$ cat src/voxel_grid_downsampler_macros.svh
// Assertion helpers for the voxel grid downsampler RTL.
`ifndef VOXEL_GRID_DOWNSAMPLER_MACROS_SVH
`define VOXEL_GRID_DOWNSAMPLER_MACROS_SVH

// Same-cycle implication, disabled while reset is high.
`define VGD_ASSERT_IMPL(label, clk, rst, ante, cons, msg) \
   label: assert property (@(posedge clk) disable iff (rst) (ante) |-> (cons)) else $error(msg);

// Next-cycle implication, disabled while reset is high.
`define VGD_ASSERT_NEXT(label, clk, rst, ante, cons, msg) \
   label: assert property (@(posedge clk) disable iff (rst) (ante) |=> (cons)) else $error(msg);

`endif

$ cat src/vgd_fifo.sv
// ----------------------------------------------------------------------------
// vgd_fifo
// Short queue of binned items between the front and back parts.
// ----------------------------------------------------------------------------
module vgd_fifo #(
   parameter int WIDTH = 8,
   parameter int DEPTH = 4
) (
   input  logic             clock,
   input  logic             reset,
   input  logic             push_valid,
   output logic             push_ready,
   input  logic [WIDTH-1:0] push_data,
   output logic             pop_valid,
   input  logic             pop_ready,
   output logic [WIDTH-1:0] pop_data
);

   localparam int PTR_W = $clog2(DEPTH);
   localparam int CNT_W = $clog2(DEPTH + 1);

   logic [WIDTH-1:0] slot_ff [DEPTH];
   logic [PTR_W-1:0] wr_ff, rd_ff;
   logic [CNT_W-1:0] cnt_ff;
   logic             do_push, do_pop;

   assign push_ready = cnt_ff != CNT_W'(DEPTH);
   assign pop_valid  = cnt_ff != '0;
   assign pop_data   = slot_ff[rd_ff];
   assign do_push    = push_valid && push_ready;
   assign do_pop     = pop_valid && pop_ready;

   always_ff @(posedge clock) begin
      if (reset) begin
         wr_ff  <= '0;
         rd_ff  <= '0;
         cnt_ff <= '0;
      end else begin
         if (do_push) begin
            wr_ff <= (wr_ff == PTR_W'(DEPTH - 1)) ? '0 : wr_ff + 1'b1;
         end
         if (do_pop) begin
            rd_ff <= (rd_ff == PTR_W'(DEPTH - 1)) ? '0 : rd_ff + 1'b1;
         end
         cnt_ff <= cnt_ff + CNT_W'(do_push) - CNT_W'(do_pop);
      end
      if (do_push) begin
         slot_ff[wr_ff] <= push_data;
      end
   end

endmodule

$ cat config.mk
export PLATFORM = sky130hd
export DESIGN_NAME = vgd_fifo
export DESIGN_NICKNAME = d
export VERILOG_FILES = /design/src/voxel_grid_downsampler_macros.svh /design/src/vgd_fifo.sv
export SDC_FILE = /design/constraint.sdc
export NUM_CORES = 1
export LEC_CHECK = 0
export ABC_AREA = 1
export BUFFER_PORTS_ARGS = -buffer_cell sky130_fd_sc_hd__buf_2
export CAP_MARGIN = 5
export CORE_MARGIN = 3
export CORE_UTILIZATION = 25
export CTS_CLUSTER_SIZE = 30
export DETAILED_ROUTE_END_ITERATION = 10
export GPL_TIMING_DRIVEN = 1
export PLACE_DENSITY = 0.48
export SLEW_MARGIN = 20
export SYNTH_ARGS = -nofsm -noshare
export SYNTH_HDL_FRONTEND = slang
export SYNTH_SLANG_ARGS = --single-unit
export TNS_END_PERCENT = 100
$ cat constraint.sdc
create_clock -name clock -period 2.8 [get_ports clock]
set_input_delay 0 -clock clock [delete_from_list [all_inputs] [get_ports clock]]
set_output_delay 0 -clock clock [all_outputs]
set_load 0.05 [all_outputs]
# After elaboration in Yosys (flattened, before gate mapping)
# Memories as Yosys holds them, arrays and structs flattened. A register that Yosys moved wholly into a read port is not among the register bits.
# Index checks and enable logic that the tools add are counted.
# word_totals
wordCells	20
input_bits	12
mem_count	1
output_inout_bits	10
ff_bits	7
ramBits	32
# op_classes
n_eq_ne	3
n_addsub	4
mux	6
reduce_logical	3
# memory_table
name	depth	width	read_ports	rd_clocked_by_memory_dff	write_ports	line	text
slot_ff	4	8	1	1	1	vgd_fifo.sv:22	logic [WIDTH-1:0] slot_ff [DEPTH];
# ops
operator	count
2-bit 2-to-1 mux	4
2-bit by 1-bit adder with 2-bit output (second input constant)	2
2-bit == test (second input constant)	2
3-bit by 1-bit adder with 3-bit output	1
3-bit inequality test (second input constant)	1
3-bit nonzero test	1
3-bit by 1-bit subtractor with 3-bit output	1
1-bit logical AND	2
1-bit 2-to-1 mux	2

# Logic depth before layout (Yosys ltp)
# Gate-level depths: netlist of the first run.
# logic_depth
depth_word	4
mapped_depth	12
mapped_depth_nobuf	12

# Worst setup path before layout of the first run
# Ideal clock, no wire load.
# synth_timing
path_kind	register to register
startpoint	reg cnt_ff[1]
endpoint	reg cnt_ff[2]
stages_incl_launch_ff	13
path_slack_ns	0.904
setup_ns	0.113
period_less_slack_ns	1.896
required_time_ns	2.687
arrival_time_ns	1.783
cell_sequence	dfxtp_1 -> nor2_4 -> nand2_4 -> nand2_4 -> ha_1 -> inv_1 -> ha_1 -> inv_1 -> fa_1 -> inv_1 -> nand2_1 -> nand2_1 -> nor2_1
# synth_via
elab_chain_cells	4
# synth_rtl
element	line	text
start, declared	vgd_fifo.sv:24	logic [CNT_W-1:0] cnt_ff;
start signal, assigned	vgd_fifo.sv:45	cnt_ff <= cnt_ff + CNT_W'(do_push) - CNT_W'(do_pop);
3-bit inequality test	vgd_fifo.sv:27	assign push_ready = cnt_ff != CNT_W'(DEPTH);
net push_ready	vgd_fifo.sv:12	output logic push_ready,
1-bit logical AND	vgd_fifo.sv:30	assign do_push = push_valid && push_ready;
3-bit by 1-bit adder with 3-bit output	vgd_fifo.sv:45	
3-bit by 1-bit subtractor with 3-bit output	vgd_fifo.sv:45	
# The timed path passes the listed nets, and every way through them passes these cells.
# A chain may end at the register's enable or synchronous reset.

==> run metrics, run 1 <==
outcome=completed; gr usage total=0.0913; Final Critical Period=~1900 ps; Comb pwr share=0.382; Setup Buffers After CTS=0; io pins=22; area delta synth->final=23.5%; Syn Area/Cell=between 10 and 15 um^2; DP HPWL=between 2000 and 2500 um; uppermost routed layer=met4; Synth Warn #=0; clock-pin slew on the worst setup and hold paths=70 ps; core box area=between 6000 and 7000 um^2; CTS tree=yes; Horiz. Die Dim=88.6 um; ANT nets after route=0; flop-to-flop setup slack=around 950 ps; CP Capture Type=output pin; Setup Crit Path Kind=reg2out; WL/cell=between 10 and 15 um; synth unique cells=21; Sw Pwr=about 0.00088 W; synthesized netlist cell count=roughly 140; H-Tree Depth=2; initial antenna violation count=0; Die Ht=between 80 and 90 um; Clk Tree Root Cell=clkbuf_8; DRC errors left=0; CP delay by family, top=flip-flops; CTS resizes=0; Critical Path Stages=4; hold path start=push_valid; Post-Route WL=3170 um; Layout fillers=682; WL met2=~1500 um; Bufs on Longest Clock Path=2; CP cell instances=inv_2 > o21ai_0 > o22ai_1 > buf_2; HP Class=in2reg; number of port buffers=21; Sequential Power Share=0.394; Max Transition Viols Final=0; clock sinks=between 40 and 50; Slew @ Worst Pin=743 ps; RSZ-0062 raised after global routing=no; first-pass GRT wire length=~5300 um; Final Power=approximately 0.0022 W; Nets=between 150 and 200; Slew headroom=0.503; r2r endpoint=cnt_ff[2]$_SDFF_PP0_; clk_skew=~9.5 ps; Synth Register Bits=41; share of layout cells above drive strength 1=0.237; Cell Area, Synth=about 1700 um^2; GPL Wtd Cong=approximately 0.75; vias in the first global route=around 1100; first drt pass iteration count=4; Int Pwr=about 0.0013 W; Setup Viol. Count Final=0; Startpoint Class=flip-flop; full die area=between 7000 and 8000 um^2; Inserted Clock Buffers=5; Final Hold Slack=38.4 ps; critical path buffer and inverter count=2; largest stage delay on the critical path=about 740 ps; final setup TNS=0 ps; Syn Nets=~160; Peak VDD IR=between 0.0003 and 0.0004 V; Rows=29; Iter 0 DRT Violations=50; Core Util, Final=0.324; Max FO, Critical Path=17; Tcrit/Tclk final=0.673; Worst Path Required=2800 ps; Worst Hold Depth=3; RR Startpoint=cnt_ff[1]$_SDFF_PP0_; max_cap viols=0; Leak=approximately 0.8 nW; post-synthesis sequential area ratio=0.669; CP max-delay cell=dfxtp_1; largest net degree at the start of global routing=18; Starting Density=0.263; Clock Power Share=0.225; insertion delay to the later sink of the worst-skew pair=~290 ps; via count=~1100; antenna diode instance count=0; WL met1=1490 um; Max Clk Rate=about 0.53 GHz; hold worst-path end=wr_ff[1]$_SDFFE_PP0P_; Arrival @ worst endpoint=between 1500 and 2000 ps; Reg2Reg Depth=12; Vias/cell=roughly 4.2; Hold Vio Cnt, Final=0; met3 WL=about 190 um; total gr overflow=0; Sw Share=0.408; P per Cell Area=between 1000 and 1500 nW/um^2
## per-stage QoR
step | cell area [um^2] | setup WS (ps) | cells
5_1_grt | 2110 | 691 | 254
6_report | 2110 | 916 | 254
3_5_place_dp | 1900 | 957 | 237
4_1_cts | 2110 | 853 | 254
3_3_place_gp | 1900 | 966 | 237
2_1_floorplan | 1710 | 904 | 139
## kinds of logic (layout without fill, tap and decap cells)
kind of cell,count (synthesis),after routing,share of synthesized area
AOI/OAI and AO/OA,26,26,0.0946
xor gates and xnor gates,1,1,0.00513
adders and majority gates,8,8,0.0630
buffers and inverters,16,54,0.0440
DFF,41,41,0.669
and+or+nand+nor,47,47,0.125
## worst max path at each step
stage / start / end / slack, ps
after floorplan: cnt_ff[1]$_SDFF_PP0_ / cnt_ff[2]$_SDFF_PP0_ / 900
after global placement: cnt_ff[1]$_SDFF_PP0_ / cnt_ff[2]$_SDFF_PP0_ / 970
after detailed placement: cnt_ff[1]$_SDFF_PP0_ / cnt_ff[2]$_SDFF_PP0_ / 960
after CTS: flip-flop / pop_data[6] / 850
after global routing: flip-flop / pop_data[5] / 690
final: flip-flop / pop_data[6] / 920
## cell type report
type | instances | area, um^2 | share of cell area
clock inverter | 1 | 30.0 | 0.0143
tap | 77 | 96.3 | 0.0457
clock buffer | 7 | 86.3 | 0.0410
inverter | 14 | 52.6 | 0.0249
sequential | 41 | 1140 | 0.542
multi-input combinational | 82 | 490 | 0.233
timing repair buffer | 32 | 210 | 0.0998
## placed cells by master, fill, tap and decap left out, types with 2 or more instances in the layout
cell           count
dfxtp_1            9
nand3b_1           2
buf_2             21
o21ai_0           12
edfxtp_1          32
nor2_1            31
nand2_4            2
inv_1             12
clkbuf_8           6
ha_1               7
o21ai_2            4
nand2_1            8
o22ai_1            8
inv_2              2
dlygate4sd3_1      9
buf_4              2
## timing repair
action / 4_1_cts / 5_1_grt
endpoints found under the setup margin: 0 / 0
hold buffers: 9 / 0
endpoints found under the hold margin: 34 / 0
## flip-flops by register name (all words and copies together) (netlist names), named ones only
register and count:
wr_ff 2, rd_ff 2, cnt_ff 3, slot_ff 32
## routing by layer
metal | track usage | vias to the layer above
met4 | 0.0288 | 0
met3 | 0.0372 | 2
met2 | 0.138 | 19
met5 | 0 | -
met1 | 0.119 | 499
li1 | - | 550
## power by group through the flow
stage | Combinational [W] | Clock, W | Sequential, W
floorplan | 0.000668 | 0 | 0.000826
finish | 0.000822 | 0.000484 | 0.000848
CTS | 0.000837 | 0.000499 | 0.000851
global route | 0.000920 | 0.000532 | 0.000864
global placement | 0.000825 | 0 | 0.000864
detailed placement | 0.000824 | 0 | 0.000864
## cells in the mapped netlist
library cell   n  area [um^2]
nand3b_1       2         15.0
a21boi_2       1         11.3
fa_1           1         20.0
inv_1         12         45.0
nor2_2         1         6.26
o22ai_1        8         50.1
nand2_1        8         30.0
o21ai_2        4         35.0
or2_2          1         6.26
nand3_1        1         5.00
ha_1           7         87.6
nor2_4         1         11.3
nand2_4        2         22.5
o21ai_0       12         60.1
inv_2          2         7.51
dfxtp_1        9          180
edfxtp_1      32          961
a21oi_1        1         5.00
nor2_1        31          116
buf_6          2         22.5
xnor2_1        1         8.76
## worst reg2reg max path, stage by stage (launching register included)
cell	delay, ps
dfxtp_1	430
nor2_4	80
nand2_4	90
nand2_4	70
ha_1	280
inv_1	60
ha_1	130
inv_1	40
fa_1	350
inv_1	70
nand2_1	50
nand2_1	60
nor2_1	40
No activity file was read; power rests on OpenSTA's default activity.
==> inputs of run 2 (changes only) <==
--- a/config.mk
+++ b/config.mk
@@ -5,7 +5,7 @@
 export SDC_FILE = /design/constraint.sdc
 export NUM_CORES = 1
 export LEC_CHECK = 0
-export ABC_AREA = 1
+export ABC_AREA = 0
 export BUFFER_PORTS_ARGS = -buffer_cell sky130_fd_sc_hd__buf_2
 export CAP_MARGIN = 5
 export CORE_MARGIN = 3
==> constraint.sdc (replaced) <==
create_clock -name clock -period 1.75 [get_ports clock]
set_input_delay 0 -clock clock [delete_from_list [all_inputs] [get_ports clock]]
set_output_delay 0 -clock clock [all_outputs]
set_load 0.05 [all_outputs]
==> run 2 against run 1 <==
- the run now ends with setup timing left
- sequential power increased by 51%
- register-to-register slack got worse by 1300 ps
- power up 52%
- clock skew is 5.9 ps lower
- combinational power increased by 52%
- final cell count decreased by 16%
- clock power increased by 52%
- flip-flop and latch count is the same
- critical path type is now reg2reg
- largest cell class unchanged
==> run metrics, run 2 <==
synthesized netlist cell count=91 (was 139); antenna diode instance count=0 (unchanged); Syn Nets=111 (was 159); final std cell area, no fill=2180 um^2 (was 2110 um^2); xor and xnor area share after synthesis=0.00536 (was 0.00513); Biggest register=slot_ff (unchanged); Vias/cell=4.33 (was 4.21); area share of fa/ha/maj cells after synthesis=0.0659 (was 0.0630); Clk Tree Root Cell=clkbuf_8 (unchanged); RSZ-0062 raised after global routing=yes (was no); Bufs on Longest Clock Path=2 (unchanged); met3 WL=167 um (was 185 um); vias in the first global route=1003 (was 1089); initial antenna violation count=0 (unchanged); Syn Area/Cell=17.9 um^2 (was 12.3 um^2); max reg flops=32 (unchanged); CP delay by family, top=simple AND/OR/NAND/NOR gates (was flip-flops); most frequent cells in the layout=edfxtp_1, buf_2, buf_4, dlygate4sd3_1, mux4_2 (was edfxtp_1, nor2_1, buf_2, inv_1, o21ai_0); fin worst setup slack=-332 ps (was 916 ps); share of layout cells above drive strength 1=0.504 (was 0.237); Yosys top cell area share=0.589 (was 0.563); WL/cell=14.6 um (was 12.5 um); DRC errors left=0 (unchanged); core box area=6130 um^2 (was 6490 um^2); uppermost routed layer=met4 (unchanged); Inserted Clock Buffers=5 (unchanged); Synth Area in Compound Gates=0.0245 (was 0.0946); Post-DP Area=1850 um^2 (was 1900 um^2); Worst Path Required=1970 ps (was 2800 ps); Area contributors post-synth=edfxtp_1, dfxtp_1, mux4_2 (was edfxtp_1, dfxtp_1, nor2_1); CP cell instances=or3b_4 > nand2_4 > ha_4 > inv_4 > ha_4 > inv_2 > fa_2 > xor2_2 > and2_4 > nor3_2 (was inv_2 > o21ai_0 > o22ai_1 > buf_2); Synth Register Bits=41 (unchanged); full die area=7540 um^2 (was 7850 um^2); Peak VDD IR=0.000668 V (was 0.000393 V); Yosys top cell by area=edfxtp_1 (unchanged); Slew headroom=0.694 (was 0.503); Die Ht=86.8 um (was 88.6 um); CP max-delay cell=or3b_4 (was dfxtp_1); Max Clk Rate=0.480 GHz; Regs by FF count=slot_ff (32), cnt_ff (3) (unchanged); Final Critical Period=about 2100 ps; Leak=0.814 nW (was 0.819 nW); Startpoint Class=flip-flop (unchanged); Rows=28 (was 29); total gr overflow=0 (unchanged); Setup Crit Path Kind=reg2reg (was reg2out); Max Transition Viols Final=0 (unchanged); clk_skew=3.64 ps (was 9.52 ps); DP HPWL=1990 um (was 2090 um); via count=927 (was 1070); first-pass GRT wire length=4940 um (was 5350 um); Iter 0 DRT Violations=21 (was 50); EDFF count, synth=32 (unchanged); outcome=finished with violations (was completed); number of port buffers=21 (unchanged); Hold Vio Cnt, Final=0 (unchanged); multiplexer share of the synthesized area=0.116 (was 0); GPL Wtd Cong=0.684 (was 0.754); most common cell after layout, fill and taps aside=edfxtp_1 (unchanged); Core Util, Final=0.356 (was 0.324); post-synthesis sequential area ratio=0.699 (was 0.669); Synth top cells by count=edfxtp_1, dfxtp_1, mux4_2, ha_1, inv_1 (was edfxtp_1, nor2_1, inv_1, o21ai_0, dfxtp_1); largest net degree at the start of global routing=14 (was 18); Horiz. Die Dim=86.8 um (was 88.6 um); max_cap viols=0 (unchanged); Slew @ Worst Pin=458 ps (was 743 ps); HP Class=in2reg (unchanged); flop-to-flop setup slack=-330 ps (was 950 ps); synth unique cells=26 (was 21); area delta synth->final=33.6% (was 23.5%); Synth Warn #=0 (unchanged); P per Cell Area=1500 nW/um^2 (was 1020 nW/um^2); Nets=158 (was 196); Arrival @ worst endpoint=2300 ps (was 1880 ps); combinational family with the most area after synthesis=multiplexers (was simple AND/OR/NAND/NOR gates); io pins=22 (unchanged); clock-pin slew on the worst setup and hold paths=80 ps (was 70 ps); ANT nets after route=0 (unchanged); simple-gate share of the synthesized area=0.0628 (was 0.125); Starting Density=0.266 (was 0.263); Max FO, Critical Path=3 (was 17); WL met1=1350 um (was 1490 um); Setup Viol. Count Final=2 (was 0); largest stage delay on the critical path=420 ps (was 740 ps); Cell Area, Synth=1630 um^2 (was 1710 um^2); CP Capture Type=flip-flop (was output pin); main flop type after synthesis=edfxtp_1 (unchanged); Tcrit/Tclk final=1.19; critical path buffer and inverter count=2 (unchanged); insertion delay to the later sink of the worst-skew pair=290 ps (about the same); CTS tree=yes (unchanged); most used cell, CP=ha_4; clock sinks=41 (unchanged); first drt pass iteration count=4 (unchanged); H-Tree Depth=2 (unchanged); FFs w/ async S/R, synth=0 (unchanged); gr usage total=0.0910 (was 0.0913); failing checks=setup timing; count leader, synth=edfxtp_1 (unchanged); WL met2=1550 um (was 1480 um); Post-Route WL=3130 um (was 3170 um)
[run 2: final timing paths]
check | depth (start not counted) | to | start
setup / recovery | 10 | cnt_ff[2]$_SDFF_PP0_ | cnt_ff[0]$_SDFF_PP0_
hold / removal | 3 | wr_ff[1]$_SDFFE_PP0P_ | push_valid
setup reg to reg | 10 | cnt_ff[2]$_SDFF_PP0_ | cnt_ff[0]$_SDFF_PP0_
hold reg to reg | 2 | rd_ff[0]$_SDFFE_PP0N_ | rd_ff[0]$_SDFFE_PP0N_
[run 2: power by group]
group / internal (W) / total (W) / switching, W
sequential: 0.00121 / 0.00128 / 0.0000745
combinational: 0.000497 / 0.00125 / 0.000755
clock: 0.000420 / 0.000734 / 0.000315
[run 2: repair_timing]
action	CTS	global route
endpoints found under the hold margin	35	0
hold buffers	9	0
setup buffers	8	1
resized for setup	14	3
endpoints found under the setup margin	2	2
pin swaps	0	1
[run 2: worst reg2reg max path, cell delays in order (launching register included)]
cell,delay (ps)
dfxtp_2,340
or3b_4,420
nand2_4,90
ha_4,210
inv_4,60
ha_4,110
inv_2,30
fa_2,350
xor2_2,160
and2_4,160
nor3_2,90
[run 2: cell type report]
cell class | count | area (um^2)
clock buffer | 5 | 68.8
timing repair buffer | 44 | 300
inverter | 5 | 21.3
tap | 75 | 93.8
sequential | 41 | 1150
fill | 574 | 3950
clock inverter | 3 | 41.3
multi-input combinational | 41 | 509
[run 2: per-layer routing]
layer,track usage,vias up
met3,0.0323,7
met2,0.150,25
li1,-,436
met1,0.102,459
met4,0.0496,0
met5,0,-
[run 2: kinds of logic (layout without fill, tap and decap cells)]
group                    Yosys count  in the layout
flip-flops                        41             41
AND/OR/NAND/NOR                   17             17
multiplexers                       9              9
buffers and inverters              9             57
adder cells (fa/ha/maj)            8              8
AO/OA/AOI/OAI                      6              6
XOR/XNOR                           1              1
[run 2: through the flow]
step | std cells | total power (W) | hold slack, ps | worst slack, ps | setup TNS (ps)
after floorplan | 91 | 0.00209 | 98.9 | -444 | -721
after global placement | 188 | 0.00231 | 213 | -317 | -461
after detailed placement | 188 | 0.00236 | 220 | -450 | -678
after CTS | 213 | 0.00329 | 110 | -314 | -452
after global routing | 214 | 0.00345 | 144 | -412 | -631
final | 214 | 0.00327 | 123 | -332 | -491
