`src/voxel_grid_downsampler_macros.svh`:
```
// Assertion helpers for the voxel grid downsampler RTL.
`ifndef VOXEL_GRID_DOWNSAMPLER_MACROS_SVH
`define VOXEL_GRID_DOWNSAMPLER_MACROS_SVH

// Same-cycle implication, disabled while reset is high.
`define VGD_ASSERT_IMPL(label, clk, rst, ante, cons, msg) \
   label: assert property (@(posedge clk) disable iff (rst) (ante) |-> (cons)) else $error(msg);

// Next-cycle implication, disabled while reset is high.
`define VGD_ASSERT_NEXT(label, clk, rst, ante, cons, msg) \
   label: assert property (@(posedge clk) disable iff (rst) (ante) |=> (cons)) else $error(msg);

`endif

```
`src/vgd_pkg.sv`:
```
// ----------------------------------------------------------------------------
// vgd_pkg
// Shared constants, register codes and types of the voxel grid downsampler.
// ----------------------------------------------------------------------------
package vgd_pkg;

   localparam int COORD_W     = 32;
   localparam int LEAF_W      = 31;
   localparam int DIMS_W      = 15;
   localparam int DIM_FIELD_W = 5;
   localparam int CSR_ADDR_W  = 5;
   localparam int CSR_DATA_W  = 32;

   localparam logic [LEAF_W-1:0] LEAF_RESET = 31'd65536;
   localparam logic [DIMS_W-1:0] DIMS_RESET = 15'h7fff;

   localparam logic OP_ADD   = 1'b0;
   localparam logic OP_DRAIN = 1'b1;

   typedef enum logic [2:0] {
      REG_LEAF_SIZE,
      REG_ORIGIN_X,
      REG_ORIGIN_Y,
      REG_ORIGIN_Z,
      REG_CENTER_X,
      REG_CENTER_Y,
      REG_CENTER_Z,
      REG_GRID_DIMS
   } vgd_reg_type;

   typedef struct packed {
      logic [LEAF_W-1:0]             leaf_size;
      logic [2:0][COORD_W-1:0]       origin;
      logic [2:0][COORD_W-1:0]       center;
      logic [DIMS_W-1:0]             grid_dims;
   } vgd_cfg_type;

endpackage

```
`src/vgd_div.sv`:
```
// ----------------------------------------------------------------------------
// vgd_div
// Restoring unsigned divider, one quotient bit per cycle.
// ----------------------------------------------------------------------------
module vgd_div #(
   parameter int NUM_W = 32,
   parameter int DEN_W = 16
) (
   input  logic             clock,
   input  logic             reset,
   input  logic             start,
   input  logic [NUM_W-1:0] num,
   input  logic [DEN_W-1:0] den,
   output logic             done,
   output logic [NUM_W-1:0] quot,
   output logic [DEN_W-1:0] rem
);

   localparam int CNT_W = $clog2(NUM_W + 1);

   logic [NUM_W-1:0] num_ff, num_in;
   logic [DEN_W-1:0] rem_ff, rem_in;
   logic [DEN_W-1:0] den_ff, den_in;
   logic [CNT_W-1:0] cnt_ff, cnt_in;
   logic             busy_ff, busy_in;
   logic             done_ff, done_in;
   logic [DEN_W:0]   trial;
   logic [DEN_W:0]   diff;
   logic             ge;

   always_comb begin
      trial   = {rem_ff, num_ff[NUM_W-1]};
      diff    = trial - {1'b0, den_ff};
      ge      = trial >= {1'b0, den_ff};
      num_in  = num_ff;
      rem_in  = rem_ff;
      den_in  = den_ff;
      cnt_in  = cnt_ff;
      busy_in = busy_ff;
      done_in = 1'b0;
      if (start) begin
         num_in  = num;
         rem_in  = '0;
         den_in  = den;
         cnt_in  = CNT_W'(NUM_W);
         busy_in = 1'b1;
      end else if (busy_ff) begin
         num_in = {num_ff[NUM_W-2:0], ge};
         rem_in = ge ? diff[DEN_W-1:0] : trial[DEN_W-1:0];
         cnt_in = cnt_ff - 1'b1;
         if (cnt_ff == CNT_W'(1)) begin
            busy_in = 1'b0;
            done_in = 1'b1;
         end
      end
   end

   always_ff @(posedge clock) begin
      if (reset) begin
         busy_ff <= 1'b0;
         done_ff <= 1'b0;
         cnt_ff  <= '0;
      end else begin
         busy_ff <= busy_in;
         done_ff <= done_in;
         cnt_ff  <= cnt_in;
      end
      num_ff <= num_in;
      rem_ff <= rem_in;
      den_ff <= den_in;
   end

   assign done = done_ff;
   assign quot = num_ff;
   assign rem  = rem_ff;

endmodule

```
`src/vgd_front.sv`:
```
// ----------------------------------------------------------------------------
// vgd_front
// Accepts items, bins added points into a voxel address, queues the result.
// ----------------------------------------------------------------------------
module vgd_front #(
   parameter int GRID_SIDE = 16,
   localparam int ADDR_W = $clog2(GRID_SIDE * GRID_SIDE * GRID_SIDE),
   localparam int ITEM_W = 1 + ADDR_W + 3 * vgd_pkg::COORD_W
) (
   input  logic                  clock,
   input  logic                  reset,
   input  vgd_pkg::vgd_cfg_type  cfg,
   input  logic                  clearing,
   input  logic                  req_tvalid,
   output logic                  req_tready,
   input  logic [3*vgd_pkg::COORD_W-1:0] req_tdata,
   input  logic                  req_tuser,
   output logic                  push_valid,
   input  logic                  push_ready,
   output logic [ITEM_W-1:0]     push_data
);

   import vgd_pkg::*;

   localparam int IDX_W = $clog2(GRID_SIDE);
   localparam int LIM_W = 7;

   typedef enum logic [1:0] {F_IDLE, F_AXIS, F_DIV, F_PUSH} state_type;

   state_type                 state_ff, state_in;
   logic                      op_ff, op_in;
   logic [2:0][COORD_W-1:0]   pts_ff, pts_in;
   logic [1:0]                axis_ff, axis_in;
   logic [ADDR_W-1:0]         addr_ff, addr_in;

   logic [COORD_W-1:0]        p_sel, o_sel, c_sel;
   logic [DIM_FIELD_W-1:0]    field;
   logic [COORD_W:0]          diff;
   logic                      d_neg;
   logic                      div_start, div_done;
   logic [COORD_W-1:0]        quot;
   logic [LEAF_W-1:0]         rem;
   logic                      rem_nz, p_lt_c, p_gt_c, nudge;
   logic [COORD_W-1:0]        rem2, leaf32;
   logic [COORD_W:0]          q_full;
   logic [LIM_W-1:0]          lim;
   logic [IDX_W-1:0]          idx;
   logic [ADDR_W-1:0]         addr_next;
   logic                      step;

   vgd_div #(.NUM_W(COORD_W), .DEN_W(LEAF_W)) u_div (
      .clock (clock),
      .reset (reset),
      .start (div_start),
      .num   (diff[COORD_W-1:0]),
      .den   (cfg.leaf_size),
      .done  (div_done),
      .quot  (quot),
      .rem   (rem)
   );

   always_comb begin
      p_sel  = pts_ff[axis_ff];
      o_sel  = cfg.origin[axis_ff];
      c_sel  = cfg.center[axis_ff];
      field  = cfg.grid_dims[axis_ff * DIM_FIELD_W +: DIM_FIELD_W];
      diff   = {p_sel[COORD_W-1], p_sel} - {o_sel[COORD_W-1], o_sel};
      d_neg  = diff[COORD_W];
      // The ceiling never lands above the upper bound, so only the
      // downward nudge can apply: it depends on twice the remainder vs leaf.
      rem_nz = rem != '0;
      rem2   = {rem, 1'b0};
      leaf32 = {1'b0, cfg.leaf_size};
      p_lt_c = $signed(p_sel) < $signed(c_sel);
      p_gt_c = $signed(p_sel) > $signed(c_sel);
      nudge  = rem_nz && ((p_lt_c && (rem2 < leaf32)) || (p_gt_c && (rem2 <= leaf32)));
      q_full = {1'b0, quot} + (COORD_W + 1)'(rem_nz && !nudge);
      lim    = ({2'b00, field} > LIM_W'(GRID_SIDE - 1)) ? LIM_W'(GRID_SIDE - 1)
                                                        : {2'b00, field};
      if (d_neg || state_ff != F_DIV) begin
         idx = '0;
      end else if (q_full > (COORD_W + 1)'(lim)) begin
         idx = lim[IDX_W-1:0];
      end else begin
         idx = q_full[IDX_W-1:0];
      end
      addr_next = ADDR_W'(addr_ff * GRID_SIDE) + ADDR_W'(idx);
   end

   assign req_tready = (state_ff == F_IDLE) && !clearing;
   assign div_start  = (state_ff == F_AXIS) && !d_neg;
   assign step       = ((state_ff == F_AXIS) && d_neg) || ((state_ff == F_DIV) && div_done);
   assign push_valid = state_ff == F_PUSH;
   assign push_data  = {op_ff, addr_ff, pts_ff};

   always_comb begin
      state_in = state_ff;
      op_in    = op_ff;
      pts_in   = pts_ff;
      axis_in  = axis_ff;
      addr_in  = addr_ff;
      case (state_ff)
         F_IDLE: begin
            if (req_tvalid && req_tready) begin
               op_in   = req_tuser;
               pts_in  = req_tdata;
               axis_in = '0;
               addr_in = '0;
               if (req_tuser == OP_DRAIN) begin
                  state_in = F_PUSH;
               end else if (cfg.leaf_size != '0) begin
                  state_in = F_AXIS;
               end
            end
         end
         F_AXIS, F_DIV: begin
            if (step) begin
               addr_in = addr_next;
               if (axis_ff == 2'd2) begin
                  state_in = F_PUSH;
               end else begin
                  axis_in  = axis_ff + 1'b1;
                  state_in = F_AXIS;
               end
            end else if (state_ff == F_AXIS) begin
               state_in = F_DIV;
            end
         end
         F_PUSH: begin
            if (push_ready) begin
               state_in = F_IDLE;
            end
         end
         default: state_in = F_IDLE;
      endcase
   end

   always_ff @(posedge clock) begin
      if (reset) begin
         state_ff <= F_IDLE;
      end else begin
         state_ff <= state_in;
      end
      op_ff   <= op_in;
      pts_ff  <= pts_in;
      axis_ff <= axis_in;
      addr_ff <= addr_in;
   end

endmodule

```
`config.mk`:
```
export PLATFORM = sky130hd
export DESIGN_NAME = vgd_front
export DESIGN_NICKNAME = d
export VERILOG_FILES = /design/src/voxel_grid_downsampler_macros.svh /design/src/vgd_pkg.sv /design/src/vgd_div.sv /design/src/vgd_front.sv
export SDC_FILE = /design/constraint.sdc
export NUM_CORES = 1
export LEC_CHECK = 0
export ABC_CLOCK_PERIOD_IN_PS = 15880
export BUFFER_PORTS_ARGS = -buffer_cell sky130_fd_sc_hd__buf_2
export CAP_MARGIN = 20
export CELL_PAD_IN_SITES_DETAIL_PLACEMENT = 1
export CELL_PAD_IN_SITES_GLOBAL_PLACEMENT = 1
export CORE_ASPECT_RATIO = 0.75
export CORE_MARGIN = 3
export CORE_UTILIZATION = 43
export DETAILED_ROUTE_END_ITERATION = 7
export GPL_TIMING_DRIVEN = 0
export MAX_ROUTING_LAYER = met4
export PLACE_DENSITY = 0.83
export SLEW_MARGIN = 20
export SYNTH_ARGS = -nofsm -noshare
export SYNTH_HDL_FRONTEND = slang
export SYNTH_HIERARCHICAL = 1
export SYNTH_SLANG_ARGS = --single-unit
```
`constraint.sdc`:
```
create_clock -name clock -period 15.88 [get_ports clock]
set_input_delay 3.176 -clock clock [delete_from_list [all_inputs] [get_ports clock]]
set_output_delay 3.176 -clock clock [all_outputs]
set_load 0.02 [all_outputs]
```
* After elaboration in Yosys (flattened, before gate mapping) *
Index checks and enable logic that the tools add are counted.

storage, ports and cells
  register bits after elaboration = 215
  bits of input ports = 340

cells by class
  add/subtract/negate cells = 6
  $mul = 1
  order comparisons = 8
  equality and inequality tests = 12
  shift-type cells = 1
  muxes and demuxes = 33
  bitwise operators = 1
  reductions and logical operators = 27

operator list
  operator            count
  $bmux 32 s2         3
  $mux 32             5
  $reduce_bool 31->1  2
  $add 32x1->33       1
  $gt 33x5->1         1
  $sub 32x32->33      1
  $ge 32x31->1        1
  $gt 32x32->1        1
  $le 32x31->1        1
  $lt 32x31->1        1
  $lt 32x32->1        1
  $mux 31             1
  $sub 31x31->31      1
  $mux 12             2
  $pmux 12 s2         1
  $mux 2              10
  $shiftx 15x6->5     1
  $add 12x4->12       1
  $mux 6              2
  $logic_and 1x1->1   9
  $mux 4              2
  $reduce_and 4->1    2
  $eq 2x2->1 const B  3
  $eq 6x1->1 const B  1
  other kinds (23)    35

* Depth between registers and ports, before layout *
  word-level depth = 15
  mapped depth = 30

* By module *
Netlist, hierarchy kept.

by module, submodules not included
  module     times used  cells each  area each (µm²)  seq. area each (µm²)
  vgd_front  1           1092        9912.0           3373.2
  vgd_div    1           567         5890.6           2672.6

* Worst setup path after synthesis *
Ideal clock, no wire load.

  path kind = input to register
  start point = input port cfg[74] (netlist bit)
  end point = register addr_ff[1] (data pin)
  setup time = 0.255 ns
  arrival = 7.215 ns
  setup slack = 8.410 ns
  cell stages on the path = 24
  cells stage by stage = mux2i_1 nor2_1 a21oi_1 ha_1 and4_1 nor3b_1 nand4_1 nor4_1 nor4b_1 a31oi_1 ha_1 ha_1 and2_1 nand2_1 xnor2_1 ha_1 mux2i_1 a21oi_1 nor2_1 nand4_1 or4_1 buf_2 nor3_1 and3b_1

on the way
  word-level cells in the longest chain between the ends = 15
  elaborated cells between the ends (all ways) = 17
  those cells by class = 2 x add/sub; 3 x order compare; 6 x mux; 6 x reduce/logical

ends and longest elaborated chain
  item                                                 line                              source
  from (decl)                                          vgd_front.sv:12                   input vgd_pkg::vgd_cfg_type cfg,
  $bmux 32 s2 (*)                                      vgd_front.sv:65                   c_sel = cfg.center[axis_ff];
  $mux 32 (implied by the code) (*)                    vgd_front.sv:65
  $lt 32x32->1 / $gt 32x32->1 (equally long branches)  vgd_front.sv:74, vgd_front.sv:75
  $logic_and 1x1->1                                    vgd_front.sv:76                   nudge = rem_nz && ((p_lt_c && (rem2 < leaf32)) || (p_gt_c && (rem2 <= leaf32)));
  $logic_or 1x1->1 (*)                                 vgd_front.sv:76
  $logic_and 1x1->1 (*)                                vgd_front.sv:76
  $logic_not 1->1 (*)                                  vgd_front.sv:77                   q_full = {1'b0, quot} + (COORD_W + 1)'(rem_nz && !nudge);
  $logic_and 1x1->1 (*)                                vgd_front.sv:77
  $add 32x1->33 (*)                                    vgd_front.sv:77
  $gt 33x5->1                                          vgd_front.sv:82                   end else if (q_full > (COORD_W + 1)'(lim)) begin
  $mux 4 (*)                                           vgd_front.sv:82
  $mux 4 (*)                                           vgd_front.sv:80                   if (d_neg || state_ff != F_DIV) begin
  $add 12x4->12 (*)                                    vgd_front.sv:87                   addr_next = ADDR_W'(addr_ff * GRID_SIDE) + ADDR_W'(idx);
  $mux 12 (*)                                          vgd_front.sv:117                  if (step) begin
  $pmux 12 s2 (*)                                      vgd_front.sv:102                  case (state_ff)
  to (signal assigned)                                 vgd_front.sv:147                  addr_ff <= addr_in;
  to (decl)                                            vgd_front.sv:34                   logic [ADDR_W-1:0] addr_ff, addr_in;

Every way passes the cells marked *; elsewhere a longest branch is shown, timed or not. The select of a mux whose other input is x is not followed.
A chain may end at the register's enable or synchronous reset.

* Worst setup path in the final report *
  start point = register axis_ff[0]
  end point = register addr_ff[2] (data pin)

on the way
  word-level cells in the longest chain between the ends = 15
  elaborated cells between the ends (all ways) = 27
  those cells by class = 3 x add/sub; 1 x mul; 4 x order compare; 1 x shift; 11 x mux; 7 x reduce/logical

ends and longest elaborated chain
  item                                                 line                              source
  from (decl)                                          vgd_front.sv:33                   logic [1:0] axis_ff, axis_in;
  from (signal assigned)                               vgd_front.sv:146                  axis_ff <= axis_in;
  $bmux 32 s2, on equally long branches                vgd_front.sv:63, vgd_front.sv:65
  $mux 32, on equally long branches                    vgd_front.sv:63, vgd_front.sv:65
  $lt 32x32->1 / $gt 32x32->1 (equally long branches)  vgd_front.sv:74, vgd_front.sv:75
  $logic_and 1x1->1                                    vgd_front.sv:76
  $logic_or 1x1->1                                     vgd_front.sv:76
  $logic_and 1x1->1                                    vgd_front.sv:76
  $logic_not 1->1                                      vgd_front.sv:77
  $logic_and 1x1->1                                    vgd_front.sv:77
  $add 32x1->33                                        vgd_front.sv:77
  $gt 33x5->1                                          vgd_front.sv:82
  $mux 4                                               vgd_front.sv:82
  $mux 4 (*)                                           vgd_front.sv:80
  $add 12x4->12 (*)                                    vgd_front.sv:87
  $mux 12 (*)                                          vgd_front.sv:117
  $pmux 12 s2 (*)                                      vgd_front.sv:102

Marks and branches as above.

==> impl_metrics.ini <==
[critical_path]
crit_type = reg -> reg
cp_max_fo = 10
end_kind = flip-flop
cp_data_required_time_ns = 16.17
cp-start-kind = flip-flop
arrival_ns = 10.08

[clock_network]
clock-sinks = 215
hold_buffers = 0
cts_root_buffer = clkbuf_16
cts_setup_buffers = 0
clkLatencyLatePin_ns = 0.55
clockBufferDepth = 3
cts.repair.resized = 0
htree_levels = 1
cts_buffers = 24
path_clk_slew_ns = 0.06
cts_tree = yes

[global_routing]
grt_pass1_vias = 16200
grtUsageTotal = 0.363
antenna_found_initial = 3
overflow = 0
grt_max_degree = 80
grt_pass1_wl_mm = 102

[placed_design]
gp_congestion = 0.994
portBuffers = 450
place_area_sq_um = 18700
hpwlAfterDp_mm = 58.3
pre_cts_ws_ns = 6.27

[power_and_ir_drop]
share_comb_of_total_power = 0.626
power.internal_w = 0.00220
power_density_nw_per_um2 = 222
power_frac_seq = 0.235
ir_drop_uv = 101
p_sw_w = 0.00214
clockPowerShare = 0.139
p_leak_nw = 8.68
p_sw_frac = 0.492

[yosys]
synth_edf_count = 174
synthArstFlopShare = 0
synth.top_cell.area_share = 0.331
yosys_most_used_dff = edfxtp_1
ys_seq_area_frac = 0.383
syn_area_per_cell_sq_um = 9.53
synth.ff_latch_count = 215
synth_top_area_cell = edfxtp_1
syn-num-nets = 2140
yosys-top-cells-area = edfxtp_1, ha_1, mux2i_1
synth_cell_types = 87
synth.cell_area_sq_um = 15800
netlist_instances = 1659
yosys_warnings = 6

[floorplanning]
dieArea_sq_um = 39100
die_y_microns = 172
rows = 60
die_w_microns = 227
start_util = 0.439
core-area_sq_um = 36000
io_pins = 451

[flow_run]
max_cap_viol_count = 0

[timing]
clock.fmax_ghz = 0.102
finalHoldViolCount = 0
clock-skew-final_ns = 0.0214
fin_ws_ns = 6.09
fin_setup_tns_ns = 0
tightest_slew_ns = 1.21
finalCritPeriodShare = 0.616
final_max_slew_viol_count = 0
relSlewSlack = 0.187
setup-violations-final = 0
holdWs_ns = 0.511
min_period_ns = 9.79
rsz0062_at_grt = no

[final_layout]
final_cell_mix = buf_2, edfxtp_1, nor2_1
layout_commonest_cell = buf_2
fin_nets = 2619
syn_to_final_growth_pct = 23.7
final_core_util = 0.542
design_area_sq_um = 19500
layout-drive-gt1-share = 0.266

[worst_hold_path]
min_path_type = reg -> reg

[route]
drt-pass1-iter-count = 5
wl_per_cell_microns = 26.9
drc = 0
via_per_inst = 6.02
ant_nets = 0
num_vias = 15800
drt_wl_total_mm = 70.6
drt_iter0_drc = 1355

[run_status]
status = completed
[kinds of logic after synthesis]
logic type                 synth area share
and+or+nand+nor                       0.159
AOI/OAI and AO/OA                     0.166
DFF                                   0.383
muxes                                 0.107
buffers and inverters                0.0420
adders and majority gates             0.113
xor gates and xnor gates             0.0305
other                              0.000237
[metrics by stage]
| stage | cells | power, W |
|---|---|---|
| 3_3_place_gp | 2574 | 0.00352 |
| 6_report | 2623 | 0.00434 |
| 4_1_cts | 2621 | 0.00427 |
| 2_1_floorplan | 1659 | 0.00278 |
| 3_5_place_dp | 2577 | 0.00364 |
| 5_1_grt | 2623 | 0.00463 |
[power groups by stage]
stage | Clock [W] | Sequential (W) | Combinational [W]
5_1_grt | 0.000631 | 0.00104 | 0.00296
3_3_place_gp | 0 | 0.00102 | 0.00251
2_1_floorplan | 0 | 0.000994 | 0.00179
3_5_place_dp | 0 | 0.00102 | 0.00262
4_1_cts | 0.000611 | 0.00101 | 0.00265
6_report | 0.000604 | 0.00102 | 0.00271
[area by class of cell]
type                            instances  area, sq um
Timing Repair Buffer                  453         2310
Inverter                               90          343
Sequential cell                       215         6050
Antenna cell                            2         5.00
Clock inverter                         14          176
Tap cell                              465          582
Clock buffer                           30          654
Multi-Input combinational cell       1283         9100
Buffer                                 71          327
Fill cell                            4290        16500
[synthesized netlist by cell type (20+ instances only)]
cell	instances
nand2_1	105
nor4_1	23
and2_1	20
mux2_2	34
ha_1	139
nor2b_1	22
xnor2_1	32
a21o_1	22
inv_1	88
clkbuf_1	39
edfxtp_1	174
nor2_1	165
xor2_1	23
mux2i_1	130
nand4_1	42
nand3_1	33
nor3_1	29
dfxtp_1	41
a211oi_1	37
a21oi_1	144
o21ai_0	89
[worst max-delay path, cell delays in order (launching register included)]
cell and delay, ns:
edfxtp_1 0.34, clkbuf_1 0.27, clkbuf_1 0.64, buf_1 0.78, buf_1 0.86, mux2i_1 0.20, o21ai_0 0.63, ha_1 0.26
and4_1 0.21, nor3b_1 0.44, nand4_1 0.26, nor4_2 0.77, nor4b_1 0.29, a31oi_1 0.65, ha_1 0.34, ha_1 0.24
and2_1 0.21, nand2_1 0.08, xnor2_1 0.14, ha_1 0.31, mux2i_1 0.19, a21oi_1 0.07, nor2_1 0.14, nand4_1 0.10
or4_1 0.55, buf_2 0.19, nor3_1 0.13, and3b_1 0.20
[flip-flops by register name, indices dropped and copies added, names as in the netlist, 2 cells and up]
| name | cells |
|---|---|
| state_ff | 2 |
| axis_ff | 2 |
| addr_ff | 12 |
| u_div/den_ff | 31 |
| u_div/cnt_ff | 6 |
| push_data | 96 |
| u_div/quot | 32 |
| u_div/rem | 31 |
[path summary, 6_finish.rpt]
check / end / slack (ns) / cells after the start / startpoint
max: addr_ff[2]$_SDFFCE_PP0P_ / 6.09 / 27 / axis_ff[0]$_SDFFCE_PP0P_
min: u_div/cnt_ff[0]$_SDFFE_PP0P_ / 0.51 / 2 / u_div/cnt_ff[0]$_SDFFE_PP0P_
max reg2reg: addr_ff[2]$_SDFFCE_PP0P_ / 6.09 / 27 / axis_ff[0]$_SDFFCE_PP0P_
min reg2reg: u_div/cnt_ff[0]$_SDFFE_PP0P_ / 0.51 / 2 / u_div/cnt_ff[0]$_SDFFE_PP0P_
[per-layer routing]
| layer | track usage | share of wire |
|---|---|---|
| met4 | 0.131 | 0.043 |
| met3 | 0.0923 | 0.087 |
| met2 | 0.542 | 0.43 |
| met5 | - | 0 |
| met1 | 0.478 | 0.43 |
No activity file was read; power rests on OpenSTA's default activity.
